--- config.mk ---
export PLATFORM = sky130hd
export DESIGN_NAME = windowed_event_pair_lags
export DESIGN_NICKNAME = d
export VERILOG_FILES = /design/src/design/wepl_pkg.sv /design/src/design/wepl_cfg.sv /design/src/design/wepl_window.sv /design/src/design/wepl_diff.sv /design/src/design/windowed_event_pair_lags.sv
export SDC_FILE = /design/constraint.sdc
export NUM_CORES = 1
export LEC_CHECK = 0
export BUFFER_PORTS_ARGS = -buffer_cell sky130_fd_sc_hd__buf_2
export CORE_MARGIN = 2
export CORE_UTILIZATION = 56
export DETAILED_ROUTE_END_ITERATION = 8
export PLACE_DENSITY = 0.77
export SKIP_CTS_REPAIR_TIMING = 1
export SLEW_MARGIN = 10
export SYNTH_ARGS = -nofsm -noshare
export SYNTH_HDL_FRONTEND = slang
export SYNTH_SLANG_ARGS = --single-unit
--- constraint.sdc ---
create_clock -name i_clk -period 4.9 [get_ports i_clk]
set_input_delay 0.245 -clock i_clk [delete_from_list [all_inputs] [get_ports i_clk]]
set_output_delay 0.245 -clock i_clk [all_outputs]
set_load 0.01 [all_outputs]
--- src/design/wepl_pkg.sv ---
// Shared types, widths and constants of the windowed event pair lag block.
package wepl_pkg;

    localparam int TIME_W          = 32;
    localparam int LABEL_W         = 8;
    localparam int LAG_W           = 17;
    localparam int MAX_LAG_W       = 16;
    localparam int S_TDATA_W       = 40;
    localparam int M_TDATA_W       = 40;
    localparam int APB_AW          = 3;
    localparam int APB_DW          = 32;
    localparam int WINDOW_DEPTH_DEF = 32;
    localparam int LABEL_BITS_DEF  = 8;

    localparam logic [MAX_LAG_W-1:0] MAX_LAG_RESET = 16'd1500;

    // Register index of max_lag, taken from the word address.
    localparam logic REG_MAX_LAG = 1'b0;

    // Sequencer states.
    typedef enum logic [8:0] {
        S_IDLE  = 9'b000000001,
        S_EVRD  = 9'b000000010,
        S_EVCK  = 9'b000000100,
        S_SCRD  = 9'b000001000,
        S_SCCK  = 9'b000010000,
        S_EMA   = 9'b000100000,
        S_EMB   = 9'b001000000,
        S_FIN   = 9'b010000000,
        S_STORE = 9'b100000000
    } t_state;

    // Result of the shared time difference unit.
    typedef struct packed {
        logic [TIME_W-1:0] diff;
        logic              in_range;
    } t_diff;

endpackage

--- src/design/wepl_cfg.sv ---
// Configuration register file: holds max_lag behind a simple APB-style port.
module wepl_cfg (
    input  logic                          i_clk,
    input  logic                          i_rst_n,
    input  logic                          i_psel,
    input  logic                          i_penable,
    input  logic                          i_pwrite,
    input  logic [wepl_pkg::APB_AW-1:0]   i_paddr,
    input  logic [wepl_pkg::APB_DW-1:0]   i_pwdata,
    output logic [wepl_pkg::APB_DW-1:0]   o_prdata,
    output logic                          o_pready,
    output logic [wepl_pkg::MAX_LAG_W-1:0] o_max_lag
);
    import wepl_pkg::*;

    logic [MAX_LAG_W-1:0] r_max_lag;
    logic                 reg_idx;

    // Byte lanes inside a word are not decoded; bit 2 picks the register.
    assign reg_idx  = i_paddr[2];
    assign o_pready = 1'b1;

    always_ff @(posedge i_clk) begin
        if (!i_rst_n) begin
            r_max_lag <= MAX_LAG_RESET;
        end else if (i_psel && i_penable && i_pwrite && reg_idx == REG_MAX_LAG) begin
            r_max_lag <= i_pwdata[MAX_LAG_W-1:0];
        end
    end

    always_comb begin
        o_prdata = '0;
        if (reg_idx == REG_MAX_LAG) begin
            o_prdata = APB_DW'(r_max_lag);
        end
    end

    assign o_max_lag = r_max_lag;

endmodule

--- src/design/wepl_window.sv ---
// Event window storage: one write port and one registered read port.
module wepl_window #(
    parameter int DEPTH = wepl_pkg::WINDOW_DEPTH_DEF,
    parameter int LW    = wepl_pkg::LABEL_BITS_DEF,
    parameter int AW    = $clog2(DEPTH)
) (
    input  logic                        i_clk,
    input  logic                        i_we,
    input  logic [AW-1:0]               i_waddr,
    input  logic [wepl_pkg::TIME_W-1:0] i_wtime,
    input  logic [LW-1:0]               i_wlabel,
    input  logic [AW-1:0]               i_raddr,
    output logic [wepl_pkg::TIME_W-1:0] o_rtime,
    output logic [LW-1:0]               o_rlabel
);
    import wepl_pkg::*;

    logic [TIME_W+LW-1:0] mem [DEPTH];
    logic [TIME_W+LW-1:0] r_rdata;

    always_ff @(posedge i_clk) begin
        if (i_we) begin
            mem[i_waddr] <= {i_wlabel, i_wtime};
        end
        r_rdata <= mem[i_raddr];
    end

    assign o_rtime  = r_rdata[TIME_W-1:0];
    assign o_rlabel = r_rdata[TIME_W+LW-1:TIME_W];

endmodule

--- src/design/wepl_diff.sv ---
// Shared lag unit: modular time difference and the range check against max_lag.
module wepl_diff (
    input  logic [wepl_pkg::TIME_W-1:0]    i_t_new,
    input  logic [wepl_pkg::TIME_W-1:0]    i_t_old,
    input  logic [wepl_pkg::MAX_LAG_W-1:0] i_max_lag,
    output wepl_pkg::t_diff                o_res
);
    import wepl_pkg::*;

    logic [TIME_W-1:0] diff;

    assign diff            = i_t_new - i_t_old;
    assign o_res.diff      = diff;
    assign o_res.in_range  = (diff <= TIME_W'(i_max_lag));

endmodule

--- src/design/windowed_event_pair_lags.sv ---
// Top level of the windowed event pair lag block: sequencer, output register and checks.
// Flow: an event with a label is accepted, then window entries out of range at the old end
// are evicted until one in range is found or the window is empty, every remaining entry is
// scanned, each in-range entry emits a pair and its mirror, the last mirrored beat is flushed
// and the event is stored. The single window read port and the one shared lag unit set the
// pace of this sequence, and a stalled output beat holds it.
// Reset is synchronous and active low; the window contents need no clearing pass.
module windowed_event_pair_lags #(
    parameter int WINDOW_DEPTH = wepl_pkg::WINDOW_DEPTH_DEF,
    parameter int LABEL_BITS   = wepl_pkg::LABEL_BITS_DEF
) (
    input  logic                            i_clk,
    input  logic                            i_rst_n,
    // Input event stream.
    input  logic                            i_s_tvalid,
    output logic                            o_s_tready,
    input  logic [wepl_pkg::S_TDATA_W-1:0]  i_s_tdata,   // [31:0] event_time, [39:32] event_label
    // Pair result stream.
    output logic                            o_m_tvalid,
    input  logic                            i_m_tready,
    output logic [wepl_pkg::M_TDATA_W-1:0]  o_m_tdata,   // [7:0] first_label, [15:8] second_label,
                                                         // [32:16] lag, [39:33] zero
    output logic                            o_m_tlast,   // last_pair
    output logic                            o_m_tuser,   // pairs_lost
    // Configuration port.
    input  logic                            psel,
    input  logic                            penable,
    input  logic                            pwrite,
    input  logic [wepl_pkg::APB_AW-1:0]     paddr,
    input  logic [wepl_pkg::APB_DW-1:0]     pwdata,
    output logic [wepl_pkg::APB_DW-1:0]     prdata,
    output logic                            pready
);
    import wepl_pkg::*;

    // Labels are kept only as wide as both the port and LABEL_BITS allow.
    localparam int LW = (LABEL_BITS < LABEL_W) ? LABEL_BITS : LABEL_W;
    localparam int AW = $clog2(WINDOW_DEPTH);
    localparam int CW = $clog2(WINDOW_DEPTH + 1);
    localparam int SW = AW + 1;

    localparam logic [SW-1:0] DEPTH_S = SW'(WINDOW_DEPTH);
    localparam logic [CW-1:0] DEPTH_C = CW'(WINDOW_DEPTH);

    // ---------------------------------------------------------------- configuration
    logic [MAX_LAG_W-1:0] max_lag;

    wepl_cfg u_cfg (
        .i_clk     (i_clk),
        .i_rst_n   (i_rst_n),
        .i_psel    (psel),
        .i_penable (penable),
        .i_pwrite  (pwrite),
        .i_paddr   (paddr),
        .i_pwdata  (pwdata),
        .o_prdata  (prdata),
        .o_pready  (pready),
        .o_max_lag (max_lag)
    );

    // ---------------------------------------------------------------- state
    t_state               r_state, n_state;
    logic [TIME_W-1:0]    r_t_new, n_t_new;
    logic [LW-1:0]        r_k_new, n_k_new;
    logic [AW-1:0]        r_head, n_head;
    logic [CW-1:0]        r_count, n_count;
    logic [CW-1:0]        r_idx, n_idx;
    logic                 r_ovf, n_ovf;
    // The mirrored half of the latest emitted pair waits here, so that the
    // last beat of an event can be flagged once the scan is known to be done.
    logic                 r_pend, n_pend;
    logic [LW-1:0]        r_pend_lab, n_pend_lab;
    logic [LAG_W-1:0]     r_pend_d, n_pend_d;
    logic [LW-1:0]        r_cand_lab, n_cand_lab;
    logic [LAG_W-1:0]     r_cand_d, n_cand_d;
    // Output register.
    logic                 r_ov, n_ov;
    logic [LABEL_W-1:0]   r_o_first, n_o_first;
    logic [LABEL_W-1:0]   r_o_second, n_o_second;
    logic [LAG_W-1:0]     r_o_lag, n_o_lag;
    logic                 r_o_last, n_o_last;
    logic                 r_o_lost, n_o_lost;

    // ---------------------------------------------------------------- window access
    logic [SW-1:0]        rd_sum, st_sum, hd_sum;
    logic [AW-1:0]        raddr, st_addr, head_inc;
    logic                 we;
    logic [TIME_W-1:0]    rd_time;
    logic [LW-1:0]        rd_lab;
    logic                 full;
    logic [CW-1:0]        idx_inc;
    logic                 scan_done;
    logic                 ofree;
    logic                 s_accept;
    logic [LW-1:0]        in_lab;
    t_diff                dres;

    // The entry under inspection sits idx places after the oldest one.
    assign rd_sum   = SW'(r_head) + SW'(r_idx);
    assign raddr    = (rd_sum >= DEPTH_S) ? AW'(rd_sum - DEPTH_S) : AW'(rd_sum);
    assign st_sum   = SW'(r_head) + SW'(r_count);
    assign st_addr  = full ? r_head
                    : ((st_sum >= DEPTH_S) ? AW'(st_sum - DEPTH_S) : AW'(st_sum));
    assign hd_sum   = SW'(r_head) + SW'(1);
    assign head_inc = (hd_sum >= DEPTH_S) ? AW'(hd_sum - DEPTH_S) : AW'(hd_sum);
    assign full     = (r_count == DEPTH_C);
    assign idx_inc  = r_idx + CW'(1);
    assign scan_done = (idx_inc == r_count);

    wepl_window #(
        .DEPTH (WINDOW_DEPTH),
        .LW    (LW),
        .AW    (AW)
    ) u_window (
        .i_clk    (i_clk),
        .i_we     (we),
        .i_waddr  (st_addr),
        .i_wtime  (r_t_new),
        .i_wlabel (r_k_new),
        .i_raddr  (raddr),
        .o_rtime  (rd_time),
        .o_rlabel (rd_lab)
    );

    // One subtract-and-compare unit serves both the eviction check and the scan.
    wepl_diff u_diff (
        .i_t_new   (r_t_new),
        .i_t_old   (rd_time),
        .i_max_lag (max_lag),
        .o_res     (dres)
    );

    // ---------------------------------------------------------------- sequencer
    assign o_s_tready = (r_state == S_IDLE);
    assign s_accept   = i_s_tvalid && o_s_tready;
    assign in_lab     = i_s_tdata[TIME_W +: LW];
    // The output register can take a new beat when empty or being drained.
    assign ofree      = !r_ov || i_m_tready;

    always_comb begin
        n_state    = r_state;
        n_t_new    = r_t_new;
        n_k_new    = r_k_new;
        n_head     = r_head;
        n_count    = r_count;
        n_idx      = r_idx;
        n_ovf      = r_ovf;
        n_pend     = r_pend;
        n_pend_lab = r_pend_lab;
        n_pend_d   = r_pend_d;
        n_cand_lab = r_cand_lab;
        n_cand_d   = r_cand_d;
        n_ov       = r_ov && !i_m_tready;
        n_o_first  = r_o_first;
        n_o_second = r_o_second;
        n_o_lag    = r_o_lag;
        n_o_last   = r_o_last;
        n_o_lost   = r_o_lost;
        we         = 1'b0;

        case (r_state)
            S_IDLE: begin
                // Unlabelled events are taken and dropped without touching state.
                if (s_accept && in_lab != '0) begin
                    n_t_new = i_s_tdata[TIME_W-1:0];
                    n_k_new = in_lab;
                    n_idx   = '0;
                    n_pend  = 1'b0;
                    n_state = (r_count == '0) ? S_STORE : S_EVRD;
                end
            end
            S_EVRD: begin
                n_state = S_EVCK;
            end
            S_EVCK: begin
                if (!dres.in_range) begin
                    n_head  = head_inc;
                    n_count = r_count - CW'(1);
                    n_state = (r_count == CW'(1)) ? S_STORE : S_EVRD;
                end else begin
                    n_state = S_SCRD;
                end
            end
            S_SCRD: begin
                n_state = S_SCCK;
            end
            S_SCCK: begin
                n_cand_lab = rd_lab;
                n_cand_d   = dres.diff[LAG_W-1:0];
                if (dres.in_range) begin
                    n_state = r_pend ? S_EMA : S_EMB;
                end else if (scan_done) begin
                    // Out-of-order times may leave later entries out of range.
                    n_state = r_pend ? S_FIN : S_STORE;
                end else begin
                    n_idx   = idx_inc;
                    n_state = S_SCRD;
                end
            end
            S_EMA: begin
                if (ofree) begin
                    n_ov       = 1'b1;
                    n_o_first  = LABEL_W'(r_k_new);
                    n_o_second = LABEL_W'(r_pend_lab);
                    n_o_lag    = LAG_W'(0) - r_pend_d;
                    n_o_last   = 1'b0;
                    n_o_lost   = r_ovf;
                    n_state    = S_EMB;
                end
            end
            S_EMB: begin
                if (ofree) begin
                    n_ov       = 1'b1;
                    n_o_first  = LABEL_W'(r_cand_lab);
                    n_o_second = LABEL_W'(r_k_new);
                    n_o_lag    = r_cand_d;
                    n_o_last   = 1'b0;
                    n_o_lost   = r_ovf;
                    n_pend     = 1'b1;
                    n_pend_lab = r_cand_lab;
                    n_pend_d   = r_cand_d;
                    if (scan_done) begin
                        n_state = S_FIN;
                    end else begin
                        n_idx   = idx_inc;
                        n_state = S_SCRD;
                    end
                end
            end
            S_FIN: begin
                if (ofree) begin
                    n_ov       = 1'b1;
                    n_o_first  = LABEL_W'(r_k_new);
                    n_o_second = LABEL_W'(r_pend_lab);
                    n_o_lag    = LAG_W'(0) - r_pend_d;
                    n_o_last   = 1'b1;
                    n_o_lost   = r_ovf;
                    n_pend     = 1'b0;
                    n_state    = S_STORE;
                end
            end
            S_STORE: begin
                // A full window overwrites its oldest entry and raises the sticky flag.
                we = 1'b1;
                if (full) begin
                    n_head = head_inc;
                    n_ovf  = 1'b1;
                end else begin
                    n_count = r_count + CW'(1);
                end
                n_state = S_IDLE;
            end
            default: begin
                n_state = S_IDLE;
            end
        endcase
    end

    always_ff @(posedge i_clk) begin
        if (!i_rst_n) begin
            r_state <= S_IDLE;
            r_head  <= '0;
            r_count <= '0;
            r_idx   <= '0;
            r_ovf   <= 1'b0;
            r_pend  <= 1'b0;
            r_ov    <= 1'b0;
        end else begin
            r_state <= n_state;
            r_head  <= n_head;
            r_count <= n_count;
            r_idx   <= n_idx;
            r_ovf   <= n_ovf;
            r_pend  <= n_pend;
            r_ov    <= n_ov;
        end
    end

    always_ff @(posedge i_clk) begin
        r_t_new    <= n_t_new;
        r_k_new    <= n_k_new;
        r_pend_lab <= n_pend_lab;
        r_pend_d   <= n_pend_d;
        r_cand_lab <= n_cand_lab;
        r_cand_d   <= n_cand_d;
        r_o_first  <= n_o_first;
        r_o_second <= n_o_second;
        r_o_lag    <= n_o_lag;
        r_o_last   <= n_o_last;
        r_o_lost   <= n_o_lost;
    end

    // ---------------------------------------------------------------- outputs
    assign o_m_tvalid = r_ov;
    assign o_m_tdata  = M_TDATA_W'({r_o_lag, r_o_second, r_o_first});
    assign o_m_tlast  = r_o_last;
    assign o_m_tuser  = r_o_lost;

    // ---------------------------------------------------------------- checks
    a_count_bound: assert property (@(posedge i_clk) disable iff (!i_rst_n)
        r_count <= DEPTH_C)
        else $error("window count exceeds depth");

    a_ovf_sticky: assert property (@(posedge i_clk) disable iff (!i_rst_n)
        r_ovf |=> r_ovf)
        else $error("overflow flag cleared without reset");

    a_idle_beat_last: assert property (@(posedge i_clk) disable iff (!i_rst_n)
        (r_state == S_IDLE && r_ov) |-> r_o_last)
        else $error("beat waiting in idle is not the last of its event");

    a_busy_after_accept: assert property (@(posedge i_clk) disable iff (!i_rst_n)
        (s_accept && in_lab != '0) |=> !o_s_tready)
        else $error("labelled event accepted but block not busy");

endmodule

Word level (Yosys, flattened, before mapping)

Memory sizes are Yosys's and may differ from the RTL's. A register that Yosys moved wholly into a read port is not among the register bits.
Cells that the tools add are included.
W data, S select, Z words.

Memories kept: 1
Bits in registers: 170
Output and inout port bits: 77
RAM bits: 1,280

Memory list:

| memory       | words | width | rd ports | clocked after memory_dff | write ports | line              | text |
|---|---|---|---|---|---|---|---|
| u_window.mem | 32    | 40    | 1        | 1                        | 1           | wepl_window.sv:18 | `logic [TIME_W+LW-1:0] mem [DEPTH];` |

Equality and inequality tests: 22
Reduce and logical (&&, ||, !) cells: 30
Multiplexer cells: 47
Bitwise gates (word level): 1
Add/subtract/negate cells: 11
$lt $le $gt $ge: 4

Operators by type and width:

| kind                    | number |
|---|---|
| $mux W9                 | 10 |
| $pmux W9 S8             | 1 |
| $mux W6                 | 6 |
| $mux W17                | 2 |
| $pmux W17 S2            | 1 |
| $le A32 B16 Y1          | 1 |
| $mux W8                 | 4 |
| $pmux W8 S2             | 2 |
| $sub A32 B32 Y32        | 1 |
| $mux W5                 | 6 |
| $ge A6 B6 Y1 const B    | 3 |
| $pmux W6 S3             | 1 |
| $sub A1 B17 Y17 const A | 1 |
| $mux W16                | 1 |
| $sub A5 B1 Y5 const B   | 3 |
| $ne A2 B2 Y1 const B    | 7 |
| $add A5 B6 Y6           | 2 |
| $add A6 B1 Y6 const B   | 2 |
| $pmux W6 S2             | 1 |
| $reduce_and A3 Y1       | 4 |
| $reduce_and A4 Y1       | 3 |
| $pmux W5 S2             | 1 |
| $eq A9 B1 Y1 const B    | 1 |
| $eq A9 B2 Y1 const B    | 1 |
| 28 further kinds        | 50 |

Logic depth before layout (Yosys ltp)

Gate-level depths: netlist of run 1.

Depth in word-level cells: 5
Gate-level depth with buffers: 23

Hierarchy

Synthesis of run 1 repeated with hierarchy kept, for this count alone.

Cell total of the unflattened synthesis: 3,752
Area, all modules: 60,435.5 um^2

Modules (own cells, without submodules):

| module                   | area an instance (um^2) | times used | cells each |
|---|---|---|---|
| wepl_window              | 50,564.7                | 1          | 2,813 |
| windowed_event_pair_lags | 6,787.8                 | 1          | 510 |
| wepl_diff                | 2,140.8                 | 1          | 323 |
| wepl_cfg                 | 942.2                   | 1          | 106 |

Worst setup path after synthesis of run 1

No wires, ideal clock.

Path type: reg2reg
Start point: reg r_t_new[0]
End point: reg r_idx[4]
Cell stages (with the launch flop): 21
Path slack: -0.325 ns
Library setup time: 0.117 ns
Arrival: 5.107 ns
Required time: 4.783 ns
Path buffers: 2
Cells stage by stage: edfxtp_1 > inv_1 > ha_1 > fa_1 > nand2b_1 > a21o_1 > a2111o_1 > nand2_1 > xor2_1 > ha_1 > a21oi_1 > nand2_1 > a211oi_1 > a21oi_1 > a2111o_1 > or4_1 > buf_2 > or4_4 > buf_6 > and2_4 > a32o_1

RTL lines:

| what                   | line                            | text |
|---|---|---|
| from (decl)            | windowed_event_pair_lags.sv:63  | `logic [TIME_W-1:0] r_t_new, n_t_new;` |
| from (signal assigned) | windowed_event_pair_lags.sv:280 | `r_t_new <= n_t_new;` |
| to (signal assigned)   | windowed_event_pair_lags.sv:272 | `r_idx <= n_idx;` |
| to (decl)              | windowed_event_pair_lags.sv:67  | `logic [CW-1:0] r_idx, n_idx;` |

==> results of run 1 <==
## layout by cell type (no fill, tap or decap), types with 10 or more instances in the layout
cell type,n
o21ai_0,77
buf_2,116
nand2_1,525
a21oi_1,81
nor2_1,73
buf_4,140
conb_1,24
nand2b_1,12
bufinv_16,11
nor4_1,14
clkinv_2,25
a31oi_1,11
inv_1,72
edfxtp_1,1405
dfxtp_1,85
a21o_1,10
xnor2_1,19
o211ai_1,21
mux2i_1,10
nor2_4,33
mux4_2,320
dlygate4sd3_1,57
nand4_1,16
o21ai_1,10
ha_1,57
nand3_1,223
or3_1,15
clkbuf_16,152
o21a_1,11
clkinv_1,25
nor3_1,18
xor2_1,23
clkbuf_1,35
buf_12,33
## worst max-delay path, cell delays in order, from the launching register on
cell       delay, ns
edfxtp_1        0.41
ha_1            0.30
nor2b_4         0.18
o2111ai_4       0.17
buf_6           0.16
buf_6           0.11
a2111oi_4       0.32
nor2_1          0.10
xnor2_1         0.25
ha_1            0.29
nand4_1         0.20
a21oi_2         0.06
a211oi_2        0.19
a21oi_2         0.10
a2111o_1        0.36
or4_4           0.50
or4_4           0.60
and2_4          0.17
a32o_1          0.20
## logic make-up (layout without fill, tap and decap cells)
group,count (synthesis),after routing,synth area share (%)
buffers and inverters,269,683,1.88
adder cells (fa/ha/maj),65,65,1.40
AND/OR/NAND/NOR,988,989,7.33
AO/OA/AOI/OAI,282,282,2.92
other,2,24,0.0126
multiplexers,332,332,12.3
XOR/XNOR,49,49,0.718
flip-flops,1490,1490,73.5
## per-layer routing
| metal | wire length, µm | up-vias | track usage (%) | share of wire, % |
|---|---|---|---|---|
| met2 | 71700 | 2347 | 43.7 | 47 |
| met1 | 55400 | 17300 | 37.6 | 37 |
| met4 | 5100 | 4 | 9.66 | 3.4 |
| met5 | 23 | - | 0 | 0.015 |
| li1 | - | 14200 | - | - |
| met3 | 18900 | 368 | 7.47 | 12 |
## sequential cells by signal (all words and copies together) (netlist names)
| register | count |
|---|---|
| r_ovf | 1 |
| r_k_new | 8 |
| r_o_lag | 17 |
| r_count | 6 |
| r_pend_lab | 8 |
| r_t_new | 32 |
| o_m_tvalid | 1 |
| u_window.mem | 1280 |
| r_pend | 1 |
| r_head | 5 |
| r_pend_d | 17 |
| r_cand_d | 17 |
| o_m_tlast | 1 |
| r_cand_lab | 8 |
| u_cfg.o_max_lag | 16 |
| r_idx | 6 |
| r_o_first | 8 |
| r_state | 9 |
| u_window.r_rdata | 40 |
| r_o_second | 8 |
| o_m_tuser | 1 |
## layout make-up
cell class | count | share of cell area (%)
clock buffers | 188 | 5.74
clock inverters | 74 | 1.02
inverters | 72 | 0.393
multi-input cells | 1741 | 22.3
flip-flops and latches | 1490 | 63.8
well taps | 1391 | 2.53
repair buffers | 349 | 4.22
## final timing paths
| kind | cells after the start | endpoint | start | slack (ns) |
|---|---|---|---|---|
| worst min register to register | 0 | r_cand_lab[1]$_DFFE_PP_ | u_window.r_rdata[33]$_DFF_P_ | 0.40 |
| worst max register to register | 18 | r_idx[4]$_SDFFE_PN0P_ | r_t_new[1]$_DFFE_PP_ | 0.13 |
| worst min-delay path | 2 | u_cfg.o_max_lag[8]$_SDFFE_PN1P_ | i_rst_n | 0.08 |
| worst max-delay path | 18 | r_idx[4]$_SDFFE_PN0P_ | r_t_new[1]$_DFFE_PP_ | 0.13 |
## power by group
group	switching, mW	leakage [nW]	total [mW]	internal [mW]
sequential	0.325	13.3	15.3	14.9
clock	4.69	2.28	11.0	6.29
combinational	2.52	6.96	3.84	1.33
==> metrics.txt, run 1 <==
outcome=finished, final reports clean; Clock Sinks=1,490; placer congestion estimate=0.887; initial antenna violation count=3; Setup WS post-layout=0.128 ns; Async S/R FF share, synth=0%; Hold WS=0.0807 ns; Fin. Hold Viols=0; most frequent cells after synthesis=1,405 x edfxtp_1, 526 x nand2_1, 320 x mux4_2; placed instance area=63,300 µm²; multi-input logic area=15,300 µm²; critical path endpoint category=flop; EDFF count, synth=1,405; sequential share of the synthesized area=73.5%; Cells after DPL=4,979; Worst-path clk slew=0.06 ns; Finished Core Util=65.1%; Synth cell types=76; count leader, synth=edfxtp_1; vias per inst=6.45; min cycle time layout=4.77 ns; Synth Register Bits=1,490; # port buffers=116; fin nets=3,947; diodes inserted=0; hpwl dp=82.6 mm; Post-DRT Antenna Nets=0; num rows=119; later-pin clock latency in the skew report=0.76 ns; Mapped Area=59,700 µm²; DIE HEIGHT=331 µm; critical path required time=5.55 ns; Routed Wire Length=151 mm; pin count of the biggest net entering global routing=101; max_cap viols=0; Synth Warn #=0; CTS Buffer Depth=3; register area=43,900 µm²; via count=34,200; die area=109,000 µm²; Pwr Density=437 nW/µm²; average routed wire per standard cell=28.5 µm; Final period util=97.4%; first drt pass iteration count=7; Mapped Cells=3,477; pre-CTS WS=-0.290 ns; leading area contributor after synthesis=edfxtp_1; CTS tree=done; Setup TNS Final=0 ns; area added between synthesis and finish=15.1%; Max IR drop VDD=0.000414 V; Fillers=6,746; CTS Buf Count=146; top-area cell type share of the netlist area=70.6%; Worst Hold Class=input pin to flop; Crit Path Max Fanout=5; Layout Skew=0.0307 ns; share of post-route cells with drive strength above 1=22.8%; grt total ovfl=0; Slew HR=18.0%; first-pass GRT wire length=217 mm; CP startpoint kind=flop; final setup fails=0; actual slew at the worst max-slew pin=1.23 ns; GRT Total Usage=27.7%; Final Non-Filler Cells=5,305; Post-synth top flop=edfxtp_1; die width=331 µm; CP Class=flop to flop; DR iter-0 viols=4,685; IO Pins=159; Mapped Avg Cell Area=17.2 µm²; worst path arrival time=5.42 ns; root cell of the clock tree=clkbuf_16; H-tree levels=4; Starting Density=56.6%; fin. max-slew vios=0; total power=30.1 mW; post-route cell area=68,800 µm²; Lkg Pwr=22.6 nW; number of global-route vias before repair=33,400; Peak Freq=210 MHz; Core ar.=106,000 µm²; ranking of synthesized cells by area=edfxtp_1 71%, mux4_2 12%, nand2_1 3.3%; DRC viols=0
Note: power is estimated with default switching activity, not from simulation.
==> run 2, diff against run 1 <==
--- a/config.mk
+++ b/config.mk
@@ -14,4 +14,5 @@
 export SLEW_MARGIN = 10
 export SYNTH_ARGS = -nofsm -noshare
 export SYNTH_HDL_FRONTEND = slang
+export SYNTH_HIERARCHICAL = 1
 export SYNTH_SLANG_ARGS = --single-unit
==> run 2 against run 1 <==
  * The run now ends with negative setup slack left
  * Via count grew 1.8%
  * Setup slack lost 0.77 ns
  * Clock power shrank 4%
  * Count of clock-buffer cells in the layout shrank 1
  * Synthesized cell count grew 7.9%
  * Global-route usage shrank 0.76 points
  * Final area grew 0.70%
  * Utilization shrank 0.46 points
  * Non-clock buffer count grew 53
  * Sequential power is essentially flat
  * Critical path type unchanged
  * Critical endpoint is now r_state[3]$_SDFFE_PN0P_
  * Largest cell class unchanged
==> metrics.txt, run 2 <==
outcome=finished with violations; failing checks=negative setup slack; mux share of post-synthesis cell area=11.3%; sequential share of the synthesized area=72.6%; CP Class=flop to flop; Hold Startpoint=i_s_tdata[30]; Mapped Area=60,400 µm²; placer congestion estimate=0.916; most common cell after layout, fill and taps aside=edfxtp_1; CP startpoint kind=flop; max_cap viols=0; fin. max-slew vios=0; CP max stage delay=0.51 ns; Biggest register=u_window/mem; Clock Sinks=1,490; Core ar.=107,000 µm²; Fillers=7,167; min cycle time layout=5.54 ns; simple-gate area share of the yosys netlist=5.15%; top-area cell type share of the netlist area=69.8%; Pwr Density=412 nW/µm²; Setup WS post-layout=-0.640 ns; Peak Freq=181 MHz; placed instance area=63,900 µm²; first-pass GRT wire length=218 mm; critical path endpoint category=flop; Starting Density=56.5%; share of post-route cells with drive strength above 1=16.0%; IO Pins=159; Synth cell types=85; first drt pass iteration count=6; final setup fails=23; Final period util=113%; number of global-route vias before repair=33,100; fin nets=4,253; RR Endpoint=r_state[3]$_SDFFE_PN0P_; post-route cell area=69,200 µm²; Slew HR=19.3%; ranking of synthesized cells by area=edfxtp_1 70%, mux2i_1 11%, dfxtp_1 2.8%; pin count of the biggest net entering global routing=67; Synth Warn #=6; CTS Buffer Depth=3; # port buffers=116; most frequent cells after synthesis=1,405 x edfxtp_1, 662 x mux2i_1, 215 x nand2_1; GRT Total Usage=26.9%; Mapped Cells=3,752; max reg flops=1,280; DRC viols=0; Mapped Avg Cell Area=16.1 µm²; CTS tree=done; average routed wire per standard cell=26.9 µm; Layout Skew=0.0312 ns; grt total ovfl=0; worst path arrival time=6.17 ns; Crit Path Max Fanout=3; num rows=120; RSZ-0062 raised after global routing=true; r2r setup slk=-0.64 ns; Worst Hold Class=input pin to flop; leading cell types in the layout, fill and taps excluded=1,405 x edfxtp_1, 662 x mux2i_1, 210 x nand2_1; Routed Wire Length=151 mm; Fin. Hold Viols=0; main combinational cell family by area after synthesis=multiplexers; vias per inst=6.20; CTS Buf Count=146; H-tree levels=4; actual slew at the worst max-slew pin=1.21 ns; EDFF count, synth=1,405; Max IR drop VDD=0.000378 V; die area=111,000 µm²; initial antenna violation count=4; Post-Synth XOR/XNOR Area=1.01%; later-pin clock latency in the skew report=0.76 ns; total power=28.6 mW; DIE HEIGHT=333 µm; via count=34,800; root cell of the clock tree=clkbuf_16; critical path required time=5.53 ns; Async S/R FF share, synth=0%; hpwl dp=87.5 mm; area added between synthesis and finish=14.6%; registers with the most flip-flops=u_window/mem: 1280 flops, u_window/r_rdata: 40 flops, r_t_new: 32 flops; count leader, synth=edfxtp_1; adder-cell share of the synthesized area=1.38%; Hold EP=r_t_new[30]$_DFFE_PP_; slowest CP cell=or4b_4; Synth Register Bits=1,490; WHS Path Cells=2; Worst-path clk slew=0.06 ns; Post-DRT Antenna Nets=0; Lkg Pwr=22.2 nW; leading area contributor after synthesis=edfxtp_1; Synth Area in Compound Gates=5.86%; reg2reg path depth=28; Post-synth top flop=edfxtp_1; DR iter-0 viols=4,802; Reg2Reg Launch Point=r_t_new[0]$_DFFE_PP_; die width=333 µm
## run 2: cell types whose count changed after synthesis, moves of 44 or more
cell      before  now
a21oi_1       84  176
o21ai_0       79   35
nand3_1      223  135
mux2i_1       10  662
nand2_1      526  215
a22oi_1        0  123
a22o_1         0   81
mux4_2       320    0
clkbuf_1     126   78
## run 2: worst max-delay path: cells and delay by family, from the launching register on
kind,cells,cell delay (ns)
AOI/OAI and AO/OA,10,1.51
and+or+nand+nor,9,2.08
adders and majority gates,3,0.85
buffers and inverters,5,0.52
xor gates and xnor gates,1,0.09
DFF,1,0.39
## run 2: logic make-up after synthesis
| logic type | after synthesis |
|---|---|
| other | 3 |
| XOR/XNOR | 70 |
| multiplexers | 680 |
| AO/OA/AOI/OAI | 533 |
| adder cells (fa/ha/maj) | 65 |
| buffers and inverters | 284 |
| AND/OR/NAND/NOR | 627 |
| flip-flops | 1490 |
## run 2: worst max path at each step
stage,start,end,cells after the start
after floorplan,r_t_new[0]$_DFFE_PP_,r_head[3]$_SDFFE_PN0P_,28
after global placement,r_t_new[0]$_DFFE_PP_,r_head[3]$_SDFFE_PN0P_,29
after detailed placement,r_t_new[0]$_DFFE_PP_,r_head[3]$_SDFFE_PN0P_,29
after CTS,r_t_new[0]$_DFFE_PP_,r_head[3]$_SDFFE_PN0P_,29
after global routing,r_t_new[0]$_DFFE_PP_,r_head[3]$_SDFFE_PN0P_,29
final,r_t_new[0]$_DFFE_PP_,r_state[3]$_SDFFE_PN0P_,28
## run 2: final cells by class
class                           instances  area [µm²]  share of cell area [%]
Inverter                               67         253                   0.365
Multi-Input combinational cell       1999       15500                    22.4
Antenna cell                            1        2.50                 0.00361
Sequential cell                      1490       43900                    63.4
Tap cell                             1403        1760                    2.54
Timing Repair Buffer                  402        3300                    4.76
Clock buffer                          187        3990                    5.75
Clock inverter                         72         566                   0.817
## run 2: power by group
group          switching, mW  total, mW  leakage, nW  internal (mW)
sequential             0.323       15.2         13.3           14.8
combinational           1.74       2.76         6.62           1.02
clock                   4.62       10.6         2.21           6.02
## run 2: routing by layer
layer  vias up  GRT usage (%)  routed length [µm]
met5         -         0.0868                   0
met4         0           10.0                5040
met2      1902           43.0               71600
li1      15200              -                   -
met3       307           5.00               14600
met1     17400           37.1               59800
## run 2: through the flow
step	setup WS (ns)	util (%)	std cells	hold slack (ns)	setup TNS [ns]
6_report	-0.640	64.7	5621	0.195	-12.76
4_1_cts	-0.632	64.0	5556	-0.368	-11.39
5_1_grt	-0.875	64.7	5621	0.170	-17.73
2_1_floorplan	-0.485	-	3773	0.344	-7.07
3_3_place_gp	-0.499	59.7	5297	0.387	-8.15
3_5_place_dp	-0.615	59.7	5297	0.389	-10.79
